[src/hdl/cbal_pkg.sv]
// ----------------------------------------------------------------------------
// cbal_pkg
// Shared constants, types and the Bernstein weight table of the arc length
// pipeline.
// ----------------------------------------------------------------------------
`default_nettype none

package cbal_pkg;

    localparam int STEPS         = 99;
    localparam int FRACTION_BITS = 16;

    localparam int CRD_IN_W = 32;
    localparam int PT_W     = CRD_IN_W + 2;
    localparam int W_W      = FRACTION_BITS + 1;
    localparam int PRD_W    = W_W + 1 + PT_W;
    localparam int SUM_W    = PRD_W + 2;
    localparam int CRD_W    = SUM_W - FRACTION_BITS;
    localparam int DIF_W    = CRD_W + 1;
    localparam int MAG_W    = DIF_W - 1;
    localparam int LO_W     = MAG_W / 2;
    localparam int HI_W     = MAG_W - LO_W;
    localparam int SQ_W     = 2 * MAG_W;
    localparam int RAD_W    = SQ_W + 2;
    localparam int ROOT_W   = RAD_W / 2;
    localparam int REM_W    = ROOT_W + 3;
    localparam int SQ_PER   = 7;
    localparam int SQ_STG   = (ROOT_W + SQ_PER - 1) / SQ_PER;
    localparam int LEN_W    = 48;
    localparam int M_W      = $clog2(STEPS + 1);
    localparam int PADDR_W  = 3;

    localparam logic [PADDR_W-1:0] REG_BEZIER_MODE = PADDR_W'(0);

    typedef struct packed {
        logic valid;
        logic first;
        logic last;
    } t_tok;

    typedef logic [3:0][W_W-1:0] t_wrow;
    typedef t_wrow [STEPS:0]     t_wtab;

    function automatic t_wtab build_wtab();
        t_wtab          tab;
        longint unsigned one;
        longint unsigned half;
        longint unsigned t;
        longint unsigned u;
        longint unsigned u2;
        longint unsigned t2;
        one  = longint'(1) << FRACTION_BITS;
        half = longint'(1) << (FRACTION_BITS - 1);
        for (int m = 0; m <= STEPS; m++) begin
            t = (longint'(m) * one + longint'(STEPS / 2)) / STEPS;
            if (t > one) begin
                t = one;
            end
            u  = one - t;
            u2 = (u * u + half) >> FRACTION_BITS;
            t2 = (t * t + half) >> FRACTION_BITS;
            tab[m][0] = W_W'((u2 * u + half) >> FRACTION_BITS);
            tab[m][1] = W_W'((3 * u2 * t + half) >> FRACTION_BITS);
            tab[m][2] = W_W'((3 * u * t2 + half) >> FRACTION_BITS);
            tab[m][3] = W_W'((t2 * t + half) >> FRACTION_BITS);
        end
        return tab;
    endfunction

    localparam t_wtab WTAB = build_wtab();

endpackage

`default_nettype wire

[src/hdl/cbal_sqrt.sv]
// ----------------------------------------------------------------------------
// cbal_sqrt
// Pipelined integer square root, truncated, a few result bits per stage.
// ----------------------------------------------------------------------------
`default_nettype none

module cbal_sqrt
    import cbal_pkg::*;
(
    input  wire logic              i_clk,
    input  wire logic              i_rst_n,
    input  wire logic              i_en,
    input  wire t_tok              i_tok,
    input  wire logic [RAD_W-1:0]  i_rad,
    output t_tok                   o_tok,
    output logic [ROOT_W-1:0]      o_root
);

    t_tok              r_tok  [SQ_STG];
    logic [RAD_W-1:0]  r_rad  [SQ_STG];
    logic [REM_W-1:0]  r_rem  [SQ_STG];
    logic [ROOT_W-1:0] r_root [SQ_STG];

    for (genvar s = 0; s < SQ_STG; s++) begin : g_stg
        logic [RAD_W-1:0]  p_rad;
        logic [REM_W-1:0]  p_rem;
        logic [ROOT_W-1:0] p_root;
        t_tok              in_tok;
        logic [RAD_W-1:0]  n_rad;
        logic [REM_W-1:0]  n_rem;
        logic [ROOT_W-1:0] n_root;
        logic [REM_W-1:0]  trial;

        if (s == 0) begin : g_head
            assign p_rad  = i_rad;
            assign p_rem  = '0;
            assign p_root = '0;
            assign in_tok = i_tok;
        end else begin : g_body
            assign p_rad  = r_rad[s-1];
            assign p_rem  = r_rem[s-1];
            assign p_root = r_root[s-1];
            assign in_tok = r_tok[s-1];
        end

        always_comb begin
            n_rad  = p_rad;
            n_rem  = p_rem;
            n_root = p_root;
            trial  = '0;
            for (int j = 0; j < SQ_PER; j++) begin
                if (s * SQ_PER + j < ROOT_W) begin
                    n_rem = {n_rem[REM_W-3:0], n_rad[RAD_W-1 -: 2]};
                    n_rad = {n_rad[RAD_W-3:0], 2'b00};
                    trial = REM_W'({n_root, 2'b01});
                    if (n_rem >= trial) begin
                        n_rem  = n_rem - trial;
                        n_root = {n_root[ROOT_W-2:0], 1'b1};
                    end else begin
                        n_root = {n_root[ROOT_W-2:0], 1'b0};
                    end
                end
            end
        end

        always_ff @(posedge i_clk) begin
            if (!i_rst_n) begin
                r_tok[s] <= '0;
            end else if (i_en) begin
                r_tok[s] <= in_tok;
            end
        end

        always_ff @(posedge i_clk) begin
            if (i_en) begin
                r_rad[s]  <= n_rad;
                r_rem[s]  <= n_rem;
                r_root[s] <= n_root;
            end
        end
    end

    assign o_tok  = r_tok[SQ_STG-1];
    assign o_root = r_root[SQ_STG-1];

endmodule

`default_nettype wire

[config.mk]
export PLATFORM = sky130hd
export DESIGN_NAME = cbal_sqrt
export DESIGN_NICKNAME = d
export VERILOG_FILES = /design/src/hdl/cbal_pkg.sv /design/src/hdl/cbal_sqrt.sv
export SDC_FILE = /design/constraint.sdc
export NUM_CORES = 2
export LEC_CHECK = 0
export BUFFER_PORTS_ARGS = -buffer_cell sky130_fd_sc_hd__buf_2
export CAP_MARGIN = 30
export CORE_MARGIN = 10
export CORE_UTILIZATION = 38
export CTS_CLUSTER_SIZE = 14
export DETAILED_ROUTE_END_ITERATION = 12
export PLACE_DENSITY_LB_ADDON = 0.3
export RECOVER_POWER = 50
export SYNTH_ARGS = -nofsm -noshare
export SYNTH_HDL_FRONTEND = slang
export SYNTH_SLANG_ARGS = --single-unit
[constraint.sdc]
create_clock -name i_clk -period 27.5 [get_ports i_clk]
set_input_delay 1.375 -clock i_clk [delete_from_list [all_inputs] [get_ports i_clk]]
set_output_delay 1.375 -clock i_clk [all_outputs]
set_load 0.05 [all_outputs]
==> flow_metrics.env <==
export IMPL_cts_tree="done"
export IMPL_path_clk_slew_ns=0.06
export IMPL_syn_inst=11400
export IMPL_synth_fa_ha_area_share_pct=11.9
export IMPL_synth_cell_type_count=120
export IMPL_design_area_sq_um=92600
export IMPL_tightest_slew_ns=5.88
export IMPL_route_detailed_drc=0
export IMPL_synth_xor_area_share_pct=10.9
export IMPL_grt_antenna_before_repair=12
export IMPL_synth_edf_count=542
export IMPL_coreArea_sq_um=225000
export IMPL_period_share_pct=94.1
export IMPL_crit_top_cell="a21oi_1"
export IMPL_critical_path_required_ns=27.97
export IMPL_area_delta_synth_final_pct=7.59
export IMPL_hold_path_class="flip-flop to flip-flop"
export IMPL_grt_usage_pct=26.2
export IMPL_synthSimpleGateAreaFrac_pct=24.8
export IMPL_setup_viol=0
export IMPL_worstPathArrival_ns=26.34
export IMPL_ys_ff_latch=542
export IMPL_place_area_sq_um=89900
export IMPL_synth_seq_area_share_pct=18.9
export IMPL_violations="max-capacitance violations, max-slew violations"
export IMPL_reg2reg_depth=83
export IMPL_final_common_cell="a21oi_1"
export IMPL_start_kind="flip-flop"
export IMPL_yosysTopAreaCell="edfxtp_1"
export IMPL_hold_violations=0
export IMPL_cap_violations=4
export IMPL_drive_gt1_share_pct=6.29
export IMPL_path_depth=83
export IMPL_cts_root_buffer="clkbuf_16"
export IMPL_dp_hpwl_um=273000
export IMPL_worst_clock_skew_ns=0.0446
export IMPL_gp_congestion=0.990
export IMPL_synth_area_sq_um=86000
export IMPL_multiInputGateArea_sq_um=66400
export IMPL_synth_top_area_share_pct=18.9
export IMPL_cts_buffers=75
export IMPL_seq_area_sq_um=16300
export IMPL_wl_per_cell_um=23.6
export IMPL_worstSetupEndpointType="flip-flop"
export IMPL_grt_pass1_vias=83700
export IMPL_die_h_um=496
export IMPL_nets=12300
export IMPL_ant_nets=0
export IMPL_ys_warn_count=0
export IMPL_fillers=23200
export IMPL_cp_num_buf_inv=9
export IMPL_grt_max_degree=94
export IMPL_synth_top_family_by_area="compound AO/OA/AOI/OAI gates"
export IMPL_worst_path_dominant_cell_family="simple AND/OR/NAND/NOR gates"
export IMPL_outcome="complete, but fails checks"
export IMPL_dieArea_sq_um=246000
export IMPL_first_iter_violations=9886
export IMPL_cts_sinks=542
export IMPL_avgSynthCellArea_sq_um=7.54
export IMPL_holdBufCountCts=0
export IMPL_via_per_inst=6.24
export IMPL_min_delay_path_depth=0
export IMPL_initial_core_util_pct=38.2
export IMPL_layout_common_cells="a21oi_1 (1153), nand2_1 (1048), nor2_1 (1048), ha_1 (819), o21ai_0 (747)"
export IMPL_synth_compound_area_share_pct=27.3
export IMPL_routed_wl_um=340000
export IMPL_slew_headroom_pct=-292
export IMPL_clkLatencyLatePin_ns=0.75
export IMPL_slowest_stage="nor4_1"
export IMPL_synthFlopType="edfxtp_1"
export IMPL_critPathKind="flip-flop to flip-flop"
export IMPL_cts_buffer_depth=3
export IMPL_critPathMaxFanout=35
export IMPL_max_freq_mhz=38.7
export IMPL_grt_pass1_wl_um=510000
export IMPL_synth_mux_area_fraction_pct=2.16
export IMPL_grt_overflow_total=0
export IMPL_drt_first_pass_iters=6
export IMPL_min_period_ns=25.86
export IMPL_async_flop_share_pct=0
export IMPL_maxSlewViolCount=285
export IMPL_port_buffers=125
export IMPL_boundaryPins=126
export IMPL_num_rows=174
export IMPL_critPathMaxStageDelay_ns=0.90
export IMPL_die_w_um=496
export IMPL_cts_max_level=3
export IMPL_ys_top_cells_by_area="edfxtp_1 (19%), ha_1 (12%), xnor2_1 (6.8%), a21oi_1 (6.7%), nor2_1 (4.6%)"
export IMPL_vias=89900
## metal layers
| metal | part of all wire (%) | track usage [%] |
|---|---|---|
| met5 | 0.0038 | 0 |
| met3 | 7.8 | 3.94 |
| met1 | 45 | 36.3 |
| met4 | 4.1 | 9.43 |
| met2 | 43 | 41.1 |
## registers in the layout, summed over array words and instances (netlist names)
register and flops:
r_tok 18, r_rad 180, r_rem 200, r_root 144
## timing repair
action                                 CTS  global route
resized for setup                        0             7
endpoints found under the hold margin    0             0
setup endpoints to repair                0            79
buffers inserted                         0             4
## kinds of logic after synthesis
| logic type | count (synthesis) |
|---|---|
| mux | 170 |
| fa+ha+maj | 819 |
| other cells | 1 |
| buf+inv | 907 |
| compound gates | 3665 |
| xor+xnor | 1071 |
| simple gates | 4233 |
| flops | 542 |
## path summary, 6_finish.rpt
| check | slack [ns] | start | end |
|---|---|---|---|
| worst max-delay path | 1.64 | r_root[0][6]$_DFFE_PP_ | r_rem[1][5]$_DFFE_PP_ |
| worst min-delay path | 0.40 | r_rad[3][48]$_DFFE_PP_ | r_rad[4][62]$_DFFE_PP_ |
| worst max register to register | 1.64 | r_root[0][6]$_DFFE_PP_ | r_rem[1][5]$_DFFE_PP_ |
| worst min register to register | 0.40 | r_rad[3][48]$_DFFE_PP_ | r_rad[4][62]$_DFFE_PP_ |
## cell type report
cell class	count	share of cell area, %
Timing Repair Buffer	265	1.80
Antenna cell	10	0.0270
Sequential cell	542	17.6
Tap cell	2992	4.04
Clock inverter	52	0.696
Inverter	509	2.07
Clock buffer	84	2.09
Multi-Input combinational cell	9961	71.7
## cell usage after synthesis (84+ instances only)
cell      count
a211oi_1    101
a21o_1      479
a21oi_1    1154
a31oi_1     132
and2_1       91
and3_1      164
clkbuf_1    315
edfxtp_1    542
ha_1        819
inv_1       491
mux2_2      109
nand2_1    1049
nand2b_1    166
nand3_1     326
nand4_1     244
nor2_1     1050
nor2b_1     152
nor3_1      296
nor4_1      141
o211ai_1     84
o21a_1       97
o21ai_0     747
o21bai_1    150
o31ai_1     102
or2_2        84
or3_1       118
xnor2_1     669
xor2_1      402
## worst register-to-register path: cells and delay by family (launching register included)
| kind | cells | cell delay, ns |
|---|---|---|
| multiplexers | 1 | 0.38 |
| AO/OA/AOI/OAI | 25 | 6.06 |
| AND/OR/NAND/NOR | 41 | 11.54 |
| adder cells (fa/ha/maj) | 7 | 3.30 |
| flip-flops | 1 | 0.43 |
| buffers and inverters | 9 | 3.89 |
## metrics by stage
stage	std cells	setup TNS [ns]	worst slack [ns]	hold slack, ns	utilization [%]
2_1_floorplan	11400	0	3.77	0.400	-
3_3_place_gp	14300	0	1.50	0.402	39.9
3_5_place_dp	14300	0	1.66	0.405	39.9
4_1_cts	14400	0	1.56	0.403	41.1
5_1_grt	14400	-0.00118	-0.00118	0.409	41.1
6_report	14400	0	1.64	0.401	41.1
Power is left out: the tool's default activity adds up to more than one toggle a clock period on the data nets, which glitch-free logic cannot reach.
